===== src/hw/rtl/ffp_pkg.sv =====
// package for the format flag parser
// character codes, item classes and the queue entry that front and back share
// no dependencies

package ffp_pkg;

	localparam int unsigned QUEUE_DEPTH_DEF = 2;

	localparam logic [7:0] CH_MINUS = 8'h2d;
	localparam logic [7:0] CH_ZERO  = 8'h30;
	localparam logic [7:0] CH_ONE   = 8'h31;
	localparam logic [7:0] CH_NINE  = 8'h39;
	localparam logic [7:0] CH_HASH  = 8'h23;
	localparam logic [7:0] CH_PLUS  = 8'h2b;
	localparam logic [7:0] CH_SPACE = 8'h20;
	localparam logic [7:0] CH_DOT   = 8'h2e;
	localparam logic [7:0] CH_STAR  = 8'h2a;

	localparam logic [30:0] ACC_MAX   = 31'h7fff_ffff;
	localparam logic [31:0] PREC_NONE = 32'hffff_ffff;
	localparam logic [31:0] ARG_MIN   = 32'h8000_0000;

	typedef enum logic [3:0] {
		CL_MINUS,
		CL_ZERO,
		CL_DIGIT,
		CL_HASH,
		CL_PLUS,
		CL_SPACE,
		CL_DOT,
		CL_STAR,
		CL_END
	} ffp_cls_t;

	typedef struct packed {
		logic               start;
		ffp_cls_t           cls;
		logic [3:0]         digit;
		logic signed [31:0] arg;
	} ffp_entry_t;

endpackage


===== src/hw/rtl/ffp_front.sv =====
// front end of the format flag parser: classifies each input beat
// and pushes it into the queue; depends on ffp_pkg

module ffp_front (
	input  logic               in_valid,
	output logic               in_stall,
	input  logic               start_req,
	input  logic [7:0]         ch,
	input  logic signed [31:0] arg_value,
	input  logic               q_full,
	output logic               q_push,
	output ffp_pkg::ffp_entry_t q_entry
);
	import ffp_pkg::*;

	ffp_cls_t cls;

	always_comb begin
		case (ch) inside
			CH_MINUS:           cls = CL_MINUS;
			CH_ZERO:            cls = CL_ZERO;
			[CH_ONE:CH_NINE]:   cls = CL_DIGIT;
			CH_HASH:            cls = CL_HASH;
			CH_PLUS:            cls = CL_PLUS;
			CH_SPACE:           cls = CL_SPACE;
			CH_DOT:             cls = CL_DOT;
			CH_STAR:            cls = CL_STAR;
			default:            cls = CL_END;
		endcase
	end

	assign in_stall        = q_full;
	assign q_push          = in_valid && !q_full;
	assign q_entry.start   = start_req;
	assign q_entry.cls     = cls;
	assign q_entry.digit   = ch[3:0];
	assign q_entry.arg     = arg_value;

endmodule


===== src/hw/rtl/ffp_queue.sv =====
// short queue between front and back of the format flag parser
// depends on ffp_pkg for the entry type

module ffp_queue #(
	parameter int unsigned DEPTH = ffp_pkg::QUEUE_DEPTH_DEF
) (
	input  logic                clk,
	input  logic                arst_n,
	input  logic                push,
	input  ffp_pkg::ffp_entry_t wr_entry,
	output logic                full,
	input  logic                pop,
	output ffp_pkg::ffp_entry_t rd_entry,
	output logic                empty
);
	import ffp_pkg::*;

	localparam int unsigned PW = $clog2(DEPTH);
	localparam int unsigned CW = $clog2(DEPTH + 1);

	ffp_entry_t    mem_q [DEPTH];
	logic [PW-1:0] wr_ptr_q;
	logic [PW-1:0] rd_ptr_q;
	logic [CW-1:0] count_q;

	assign full     = (count_q == CW'(DEPTH));
	assign empty    = (count_q == '0);
	assign rd_entry = mem_q[rd_ptr_q];

	always_ff @(posedge clk) begin
		if (push) begin
			mem_q[wr_ptr_q] <= wr_entry;
		end
	end

	always_ff @(posedge clk or negedge arst_n) begin
		if (!arst_n) begin
			wr_ptr_q <= '0;
			rd_ptr_q <= '0;
			count_q  <= '0;
		end else begin
			if (push) begin
				wr_ptr_q <= (wr_ptr_q == PW'(DEPTH - 1)) ? '0 : wr_ptr_q + 1'b1;
			end
			if (pop) begin
				rd_ptr_q <= (rd_ptr_q == PW'(DEPTH - 1)) ? '0 : rd_ptr_q + 1'b1;
			end
			if (push && !pop) begin
				count_q <= count_q + 1'b1;
			end else if (pop && !push) begin
				count_q <= count_q - 1'b1;
			end
		end
	end

`ifndef SYNTH
	a_count_bound: assert property (@(posedge clk) disable iff (!arst_n)
		count_q <= CW'(DEPTH))
		else $error("queue count beyond depth");
	a_no_pop_empty: assert property (@(posedge clk) disable iff (!arst_n)
		pop |-> !empty)
		else $error("pop from empty queue");
	a_push_grows: assert property (@(posedge clk) disable iff (!arst_n)
		(push && !pop) |=> count_q == $past(count_q) + 1'b1)
		else $error("push lost");
`endif

endmodule


===== src/hw/rtl/ffp_back.sv =====
// back end of the format flag parser: applies each queued beat to the
// flag, width and precision state and registers the result; depends on ffp_pkg

module ffp_back (
	input  logic                clk,
	input  logic                arst_n,
	input  logic                q_empty,
	input  ffp_pkg::ffp_entry_t q_entry,
	output logic                q_pop,
	output logic                out_valid,
	input  logic                out_stall,
	output logic                done_res,
	output logic                left_justify,
	output logic                zero_pad,
	output logic                alt_form,
	output logic                show_plus,
	output logic                show_space,
	output logic [30:0]         field_width,
	output logic signed [31:0]  field_precision
);
	import ffp_pkg::*;

	// parser state
	logic        minus_q, zero_q, hash_q, plus_q, space_q, dot_q;
	logic [30:0] width_q;
	logic [31:0] prec_q;

	// result register
	logic        out_valid_q;
	logic        done_q, o_minus_q, o_zero_q, o_hash_q, o_plus_q, o_space_q;
	logic [30:0] o_width_q;
	logic [31:0] o_prec_q;

	// state after an optional start clear
	logic        b_minus, b_zero, b_hash, b_plus, b_space, b_dot;
	logic [30:0] b_width;
	logic [31:0] b_prec;

	logic        n_minus, n_zero, n_hash, n_plus, n_space, n_dot, n_done;
	logic [30:0] n_width;
	logic [31:0] n_prec;

	logic        mac_prec;
	logic [30:0] mac_in;
	logic [34:0] mac_sum;
	logic [30:0] mac_out;
	logic [31:0] star_prec;
	logic [30:0] star_width;
	logic        handled;

	assign q_pop = !q_empty && (!out_valid_q || !out_stall);

	always_comb begin
		b_minus = q_entry.start ? 1'b0 : minus_q;
		b_zero  = q_entry.start ? 1'b0 : zero_q;
		b_hash  = q_entry.start ? 1'b0 : hash_q;
		b_plus  = q_entry.start ? 1'b0 : plus_q;
		b_space = q_entry.start ? 1'b0 : space_q;
		b_dot   = q_entry.start ? 1'b0 : dot_q;
		b_width = q_entry.start ? '0 : width_q;
		b_prec  = q_entry.start ? PREC_NONE : prec_q;
	end

	// times ten plus digit, saturating; a set precision is never negative
	assign mac_prec = (b_prec != PREC_NONE);
	assign mac_in   = mac_prec ? b_prec[30:0] : b_width;
	assign mac_sum  = {1'b0, mac_in, 3'b000} + {3'b000, mac_in, 1'b0}
		+ {31'd0, q_entry.digit};
	assign mac_out  = (mac_sum[34:31] != 4'd0) ? ACC_MAX : mac_sum[30:0];

	assign star_prec  = q_entry.arg[31] ? PREC_NONE : q_entry.arg;
	assign star_width = (q_entry.arg == ARG_MIN) ? ACC_MAX
		: 31'(-q_entry.arg);

	always_comb begin
		n_minus = b_minus;
		n_zero  = b_zero;
		n_hash  = b_hash;
		n_plus  = b_plus;
		n_space = b_space;
		n_dot   = b_dot;
		n_width = b_width;
		n_prec  = b_prec;
		n_done  = 1'b0;
		handled = 1'b0;
		if (b_dot) begin
			if (q_entry.cls == CL_STAR) begin
				n_prec  = star_prec;
				n_dot   = 1'b0;
				handled = 1'b1;
			end else if (q_entry.cls == CL_DIGIT || q_entry.cls == CL_ZERO) begin
				n_prec  = {1'b0, mac_out};
				handled = 1'b1;
			end else begin
				n_dot = 1'b0;
			end
		end
		if (!handled) begin
			case (q_entry.cls)
				CL_MINUS: n_minus = 1'b1;
				CL_HASH:  n_hash  = 1'b1;
				CL_PLUS:  n_plus  = 1'b1;
				CL_SPACE: n_space = 1'b1;
				CL_DOT: begin
					n_zero = 1'b0;
					n_prec = '0;
					n_dot  = 1'b1;
				end
				CL_ZERO, CL_DIGIT: begin
					// zero is a flag only ahead of any width or minus
					if (q_entry.cls == CL_ZERO && b_width == '0 && !b_minus) begin
						n_zero = 1'b1;
					end else if (mac_prec) begin
						n_prec = {1'b0, mac_out};
					end else begin
						n_width = mac_out;
					end
				end
				CL_STAR: begin
					if (mac_prec) begin
						n_prec = star_prec;
					end else if (q_entry.arg[31]) begin
						n_minus = 1'b1;
						n_width = star_width;
					end else begin
						n_width = q_entry.arg[30:0];
					end
				end
				default: n_done = 1'b1;
			endcase
		end
	end

	always_ff @(posedge clk or negedge arst_n) begin
		if (!arst_n) begin
			minus_q     <= 1'b0;
			zero_q      <= 1'b0;
			hash_q      <= 1'b0;
			plus_q      <= 1'b0;
			space_q     <= 1'b0;
			dot_q       <= 1'b0;
			width_q     <= '0;
			prec_q      <= PREC_NONE;
			out_valid_q <= 1'b0;
		end else begin
			if (q_pop) begin
				minus_q <= n_minus;
				zero_q  <= n_zero;
				hash_q  <= n_hash;
				plus_q  <= n_plus;
				space_q <= n_space;
				dot_q   <= n_dot;
				width_q <= n_width;
				prec_q  <= n_prec;
			end
			if (q_pop) begin
				out_valid_q <= 1'b1;
			end else if (!out_stall) begin
				out_valid_q <= 1'b0;
			end
		end
	end

	always_ff @(posedge clk) begin
		if (q_pop) begin
			done_q    <= n_done;
			o_minus_q <= n_minus;
			o_zero_q  <= n_zero;
			o_hash_q  <= n_hash;
			o_plus_q  <= n_plus;
			o_space_q <= n_space;
			o_width_q <= n_width;
			o_prec_q  <= n_prec;
		end
	end

	assign out_valid       = out_valid_q;
	assign done_res        = done_q;
	assign left_justify    = o_minus_q;
	assign zero_pad        = o_zero_q;
	assign alt_form        = o_hash_q;
	assign show_plus       = o_plus_q;
	assign show_space      = o_space_q;
	assign field_width     = o_width_q;
	assign field_precision = o_prec_q;

`ifndef SYNTH
	a_prec_range: assert property (@(posedge clk) disable iff (!arst_n)
		prec_q[31] |-> prec_q == PREC_NONE)
		else $error("precision below minus one");
	a_dot_has_prec: assert property (@(posedge clk) disable iff (!arst_n)
		dot_q |-> !prec_q[31])
		else $error("dot run without precision");
	a_end_keeps: assert property (@(posedge clk) disable iff (!arst_n)
		(q_pop && q_entry.cls == CL_END && !q_entry.start)
		|=> $stable(width_q) && $stable(prec_q) && !dot_q)
		else $error("end character changed state");
`endif

endmodule


===== src/hw/rtl/format_flag_parser.sv =====
// top level of the format flag parser: front classifier, queue, back executor
// depends on ffp_pkg, ffp_front, ffp_queue, ffp_back
//
//   channel | direction | handshake            | payload
//   in      | input     | in_valid / in_stall  | start_req, ch, arg_value
//   out     | output    | out_valid / out_stall| done_res, flags, width, precision
//
// one beat in per cycle, one result out per cycle, sustained while out_stall is low
// out_valid rises when a queued beat is popped into the result register
// the back end does one times-ten accumulate per popped beat; that sets the rate
// arst_n clears the flags, width 0, precision -1 and empties the queue
// out_stall backs up into the queue; in_stall rises only when the queue is full

module format_flag_parser #(
	parameter int unsigned QUEUE_DEPTH = ffp_pkg::QUEUE_DEPTH_DEF
) (
	input  logic               clk,
	input  logic               arst_n,
	input  logic               in_valid,
	output logic               in_stall,
	input  logic               start_req,
	input  logic [7:0]         ch,
	input  logic signed [31:0] arg_value,
	output logic               out_valid,
	input  logic               out_stall,
	output logic               done_res,
	output logic               left_justify,
	output logic               zero_pad,
	output logic               alt_form,
	output logic               show_plus,
	output logic               show_space,
	output logic [30:0]        field_width,
	output logic signed [31:0] field_precision
);
	import ffp_pkg::*;

	logic       q_push, q_pop, q_full, q_empty;
	ffp_entry_t wr_entry, rd_entry;

	ffp_front u_front (
		.in_valid  (in_valid),
		.in_stall  (in_stall),
		.start_req (start_req),
		.ch        (ch),
		.arg_value (arg_value),
		.q_full    (q_full),
		.q_push    (q_push),
		.q_entry   (wr_entry)
	);

	ffp_queue #(
		.DEPTH (QUEUE_DEPTH)
	) u_queue (
		.clk      (clk),
		.arst_n   (arst_n),
		.push     (q_push),
		.wr_entry (wr_entry),
		.full     (q_full),
		.pop      (q_pop),
		.rd_entry (rd_entry),
		.empty    (q_empty)
	);

	ffp_back u_back (
		.clk             (clk),
		.arst_n          (arst_n),
		.q_empty         (q_empty),
		.q_entry         (rd_entry),
		.q_pop           (q_pop),
		.out_valid       (out_valid),
		.out_stall       (out_stall),
		.done_res        (done_res),
		.left_justify    (left_justify),
		.zero_pad        (zero_pad),
		.alt_form        (alt_form),
		.show_plus       (show_plus),
		.show_space      (show_space),
		.field_width     (field_width),
		.field_precision (field_precision)
	);

endmodule


===== config.mk =====
export PLATFORM = sky130hd
export DESIGN_NAME = format_flag_parser
export DESIGN_NICKNAME = d
export VERILOG_FILES = /design/src/hw/rtl/ffp_pkg.sv /design/src/hw/rtl/ffp_front.sv /design/src/hw/rtl/ffp_queue.sv /design/src/hw/rtl/ffp_back.sv /design/src/hw/rtl/format_flag_parser.sv
export SDC_FILE = /design/constraint.sdc
export NUM_CORES = 1
export LEC_CHECK = 0
export ABC_AREA = 1
export BUFFER_PORTS_ARGS = -buffer_cell sky130_fd_sc_hd__buf_2
export CAP_MARGIN = 20
export CORE_ASPECT_RATIO = 1.5
export CORE_MARGIN = 4
export CORE_UTILIZATION = 37
export DETAILED_ROUTE_END_ITERATION = 7
export HOLD_SLACK_MARGIN = 0.1
export PLACE_DENSITY = 0.49
export SETUP_SLACK_MARGIN = 0.4
export SLEW_MARGIN = 20
export SYNTH_ARGS = -nofsm -noshare
export SYNTH_HDL_FRONTEND = slang
export SYNTH_HIERARCHICAL = 1
export SYNTH_SLANG_ARGS = --single-unit

===== constraint.sdc =====
create_clock -name clk -period 6.7 [get_ports clk]
set_clock_uncertainty 0.15 [all_clocks]
set_input_delay 0.335 -clock clk [delete_from_list [all_inputs] [get_ports clk]]
set_output_delay 0.335 -clock clk [all_outputs]
set_load 0.005 [all_outputs]

# After elaboration in Yosys (flattened, before gate mapping)
# Memories as Yosys holds them, arrays and structs flattened.
# Cells that the tools add are included.
word_totals:
  ram_bits: 82
  input_bits: 45
  wordCells: 134
  out_inout_bits: 71
  regBits: 143
  mem_count: 1
mem_list:
  columns: ["memory", "depth", "width", "rd", "rd_ports_with_merged_regs", "write_ports", "line", "rtl"]
  rows:
  - ["u_queue.mem_q", 2, 41, 1, 0, 1, "ffp_queue.sv:21", "ffp_entry_t mem_q [DEPTH];"]
op_classes:
  reduce_logical: 23
  eq_ne: 18
  muxes: 63
  add_sub_neg: 7
  n_lt_le_gt_ge: 2
op_table:
  columns: ["operator", "n"]
  rows:
  - ["2-to-1 mux 32 bit", 9]
  - ["2-to-1 mux 31 bit", 9]
  - ["one-hot mux 32 bit (3 select lines)", 1]
  - ["one-hot mux 31 bit (2 select lines)", 1]
  - ["equality test 8 x 6 -> 1 bit, second input constant", 7]
  - ["adder 34 x 32 -> 35 bit", 1]
  - ["adder 35 x 4 -> 35 bit", 1]
  - ["equality test 32 bit, second input constant", 1]
  - ["2-to-1 mux 4 bit", 8]
  - ["inequality test 32 bit, second input constant", 1]
  - ["zero test 31 bit", 1]
  - ["2-to-1 mux 1 bit", 31]
  - ["negator 31 bit", 1]
  - ["equality test 4 x 3 -> 1 bit, second input constant", 4]
  - ["equality test 4 x 2 -> 1 bit, second input constant", 2]
  - ["greater-or-equal comparator 8 x 6 -> 1 bit, second input constant", 1]
  - ["<= comparator 8 x 6 -> 1 bit, second input constant", 1]
  - ["OR reduction 8 bit", 1]
  - ["logical AND 1 bit", 7]
  - ["zero test 1 bit", 7]
  - ["equality test 4 x 1 -> 1 bit, second input constant", 1]
  - ["zero test 4 bit", 1]
  - ["2-to-1 mux 2 bit", 2]
  - ["one-hot mux 1 bit (2 select lines)", 2]
  - ["other kinds (10)", 12]

# Depth between registers and ports, before layout
# An unclocked memory read counts as a cell.
depth:
  word_depth: 15
  depth_mapped: 40
  depth_no_buf: 32

# Hierarchy
# The synthesis kept the hierarchy.
by_module_without_submodules:
  columns: ["module", "cells_per_inst", "seq_area_each_um2", "instances", "area_per_inst_um2"]
  rows:
  - ["ffp_back", 1976, 3863.7, 1, 12659.6]
  - ["ffp_queue", 153, 2562.5, 1, 3368.2]
  - ["ffp_front", 82, 0.0, 1, 480.5]

# Worst setup path after synthesis
# Ideal clock, no wire load.
synth_timing:
  kind: "register to register"
  start: "reg u_queue.rd_ptr_q"
  end: "reg u_back.o_width_q[19], in the netlist u_back/field_width[19] (data pin)"
  path_stages_with_launch: 38
  synth_period_minus_slack_ps: 5536
  arrival_time_ps: 5128
  slack_ps: 1164
  setup_ps: 258
  cell_sequence: "dfrtp_1 > buf_6 > buf_12 > mux2_4 > buf_4 > inv_2 > buf_2 > nand2_1 > nand2_1 > nor2_1 > nand2_1 > nor2_4 > nand2_2 > clkbuf_1 > clkbuf_1 > buf_1 > o21a_1 > ha_1 > [2 not listed] > nand3_1 > nand2_1 > nand2_1 > nand2_1 > nand2_1 > nand2_1 > nand2_1 > nand2_1 > nand2_1 > nand2_1 > nor2_1 > buf_2 > buf_2 > nand4_1 > nand2_1 > nand2_1 > nand2_1 > nand2_1"
synth_rtl:
  columns: ["item", "line", "rtl"]
  rows:
  - ["start: declaration", "ffp_queue.sv:23", "logic [PW-1:0] rd_ptr_q;"]
  - ["start signal: assignment", "ffp_queue.sv:46", "rd_ptr_q <= (rd_ptr_q == PW'(DEPTH - 1)) ? '0 : rd_ptr_q + 1'b1;"]
  - ["end signal: assignment", "ffp_back.sv:172", "o_width_q <= n_width;"]
  - ["end: declaration", "ffp_back.sv:31", "logic [30:0] o_width_q;"]

==> flow_summary_export.csv <==
group,metric,value,unit
timing,max_clock_freq,0.1698,GHz
final_layout,layout-drive-gt1-share,13.21,%
timing,setup_viol,0,
timing,tightest_slew,1.119,ns
final_layout,layout_commonest_cell,"nand2_1",
grt,grt_start_max_net_pins,148,
setup_path,crit_type,"reg2reg",
clock_tree,cts_buffers,24,
synthesis,syn-instance-count,2211,
floorplan,core,43990,um^2
setup_path,cp_num_buf_inv,4,
synthesis,synth.distinct_cells,50,
grt,track_usage,26.78,%
timing,min_period,5.890,ns
final_layout,layout_common_cells,"723 x nand2_1, 243 x inv_1, 160 x nor2_1",
timing,hold_violations,0,
route,num_vias,15454,
route,drt_iter0_drc,1252,
route,wl_met1,25.04,mm
synthesis,synth_area_leaders,"edfxtp_1 27%, nand2_1 16%, dfrtp_1 6.4%",
worst_hold_path,hold_path_class,"in2reg",
placement,dp_worst_setup_slack,0.1871,ns
route,met3WireLength,3.751,mm
clock_tree,cts.clk_slew.worst_paths,0.06,ns
job,drv_cap,0,
synthesis,yosysSeqAreaShare,38.93,%
setup_path,worst-endpoint-required,6.81,ns
timing,grt_setup_unrepaired,"false",
synthesis,synth.cell_area,16510,um^2
clock_tree,cts_setup_buffers,0,
clock_tree,clockBufferDepth,3,
clock_tree,cts_sinks,225,
timing,period_share,87.92,%
route,route.met2.wl,32.50,mm
timing,setup-tns-final,0,ns
outcome,status,"finished clean",
final_layout,layout.nets,2401,
route,viasPerCell,5.357,
clock_tree,insertion_delay,0.56,ns
synthesis,syn_nets,2321,
setup_path,cp-end-kind,"register",
timing,drv_slew,0,
placement,portBuffers,115,
final_layout,post-route-util,42.25,%
grt,grt_antenna_before_repair,3,
route,routed_wl,66.27,mm
grt,grt_pass1_vias,15178,
synthesis,synth-seq-cells,225,
setup_path,crit_fanout,32,
floorplan,initial_utilization,37.53,%
grt,grt_overflow,0,
route,firstDrtPassIters,6,
floorplan,die_w,180.5,um
setup_path,slowest_stage,"ha_1",
synthesis,avgSynthCellArea,7.466,um^2
floorplan,num_rows,94,
route,drcViolationCount,0,
synthesis,synth_top_area_share,27.47,%
timing,whs,0.2156,ns
final_layout,area_delta_synth_final,12.59,%
timing,max_slew_margin,25.22,%
route,wire_per_inst,22.97,um
synthesis,synth_top_cell_by_area,"edfxtp_1",
floorplan,dieArea,48130,um^2
route,highest_layer,"met5",
floorplan,die-height,266.7,um
setup_path,crit_arrival,6.00,ns
timing,worst_slack,0.8097,ns
placement,gp_congestion,0.9899,
clock_tree,cts.htree.levels,1,
final_layout,diodes,0,
clock_tree,cts_tree,"yes",
clock_tree,cts-root-buf,"clkbuf_16",
grt,grt_pass1_wl,97.59,mm
synthesis,synth_warnings,6,
setup_path,crit_top_cell,"nand2_1",
placement,dpl.hpwl,50.93,mm
setup_path,max_stage_delay,0.47,ns
final_layout,fillers,4614,
route,antenna_left,0,
setup_path,start_kind,"register",
setup_path,cp_top_family,"simple AND/OR/NAND/NOR gates",
floorplan,ioPinCount,116,
path summary, 6_finish.rpt:
path                             startpoint                        end  slack, ns  depth (start not counted)
setup / recovery           u_queue/rd_ptr_q  u_back/field_precision[6]       0.81                         27
hold / removal                        ch[7]       u_queue/mem_q[0][37]       0.22                          6
setup reg to reg           u_queue/rd_ptr_q  u_back/field_precision[6]       0.81                         27
hold reg to reg            u_back/prec_q[0]           u_back/prec_q[0]       0.32                          2
max in group asynchronous            arst_n         u_back/width_q[12]       5.11                          3
min in group asynchronous            arst_n         u_back/width_q[10]       0.37                          3
area by class of cell:
type / count / area [um^2] / share of cell area (%)
inverter: 254 / 960.9 / 5.170
timing repair buffer: 191 / 1287 / 6.927
sequential: 225 / 6427 / 34.58
multi-input combinational: 1595 / 8374 / 45.06
clock buffer: 36 / 675.6 / 3.635
clock inverter: 8 / 140.1 / 0.7540
tap: 576 / 720.7 / 3.877
cell usage after synthesis (all sizes together):
cell type  number
a21boi          6
a21o            1
a21oi         154
a22oi           1
a31oi          16
a32oi          15
and3            1
buf            73
clkbuf         64
clkinv          3
dfrtp          42
dfstp          32
edfxtp        151
fa              2
ha             63
inv           251
mux2           41
nand2         732
nand3          99
nand3b          5
nand4          46
nor2          175
nor3           51
nor4            2
o211ai         14
o21a           11
o21ai          79
o21bai         16
o22ai           1
o31ai           4
o32ai           7
or2             7
xnor2          21
xor2           25
state kept, by name, indices dropped and copies added, names as in the netlist, 2 cells and up:
signal                  flops
u_back/width_q             31
u_back/field_precision     32
u_queue/count_q             2
u_queue/mem_q              82
u_back/prec_q              32
u_back/field_width         31
metrics by stage:
| step | std cells | cell area [um^2] |
|---|---|---|
| 3_5_place_dp | 2800 | 17340 |
| 5_1_grt | 2885 | 18590 |
| 3_3_place_gp | 2799 | 17330 |
| 6_report | 2885 | 18590 |
| 2_1_floorplan | 2211 | 16510 |
| 4_1_cts | 2885 | 18570 |
tightest hold or removal path, cell delays in order:
cell     delay [ns]
buf_2          0.08
nor2_2         0.03
nand2_1        0.07
nor2_1         0.05
nand2_1        0.07
nand3_1        0.09
layer usage:
| layer | track usage, % | up-vias |
|---|---|---|
| met3 | 3.367 | 178 |
| met4 | 16.58 | 4 |
| li1 | - | 7393 |
| met5 | 0 | - |
| met1 | 30.96 | 7274 |
| met2 | 47.13 | 605 |
repair_timing:
action | CTS | global route
hold buffers | 41 | 0
gates resized for setup | 2 | 5
endpoints found under the setup margin | 53 | 124
endpoints found under the hold margin | 94 | 0
logic make-up after synthesis:
group                      synth area share [%]
adders and majority gates                 5.017
buffers and inverters                     10.62
muxes                                     3.683
AOI/OAI and AO/OA                         11.38
xor gates and xnor gates                  2.441
DFF                                       38.93
and+or+nand+nor                           27.94
Power is not shown: default switching activity piles up to over one toggle a cycle in this logic, so the estimate is an artifact.
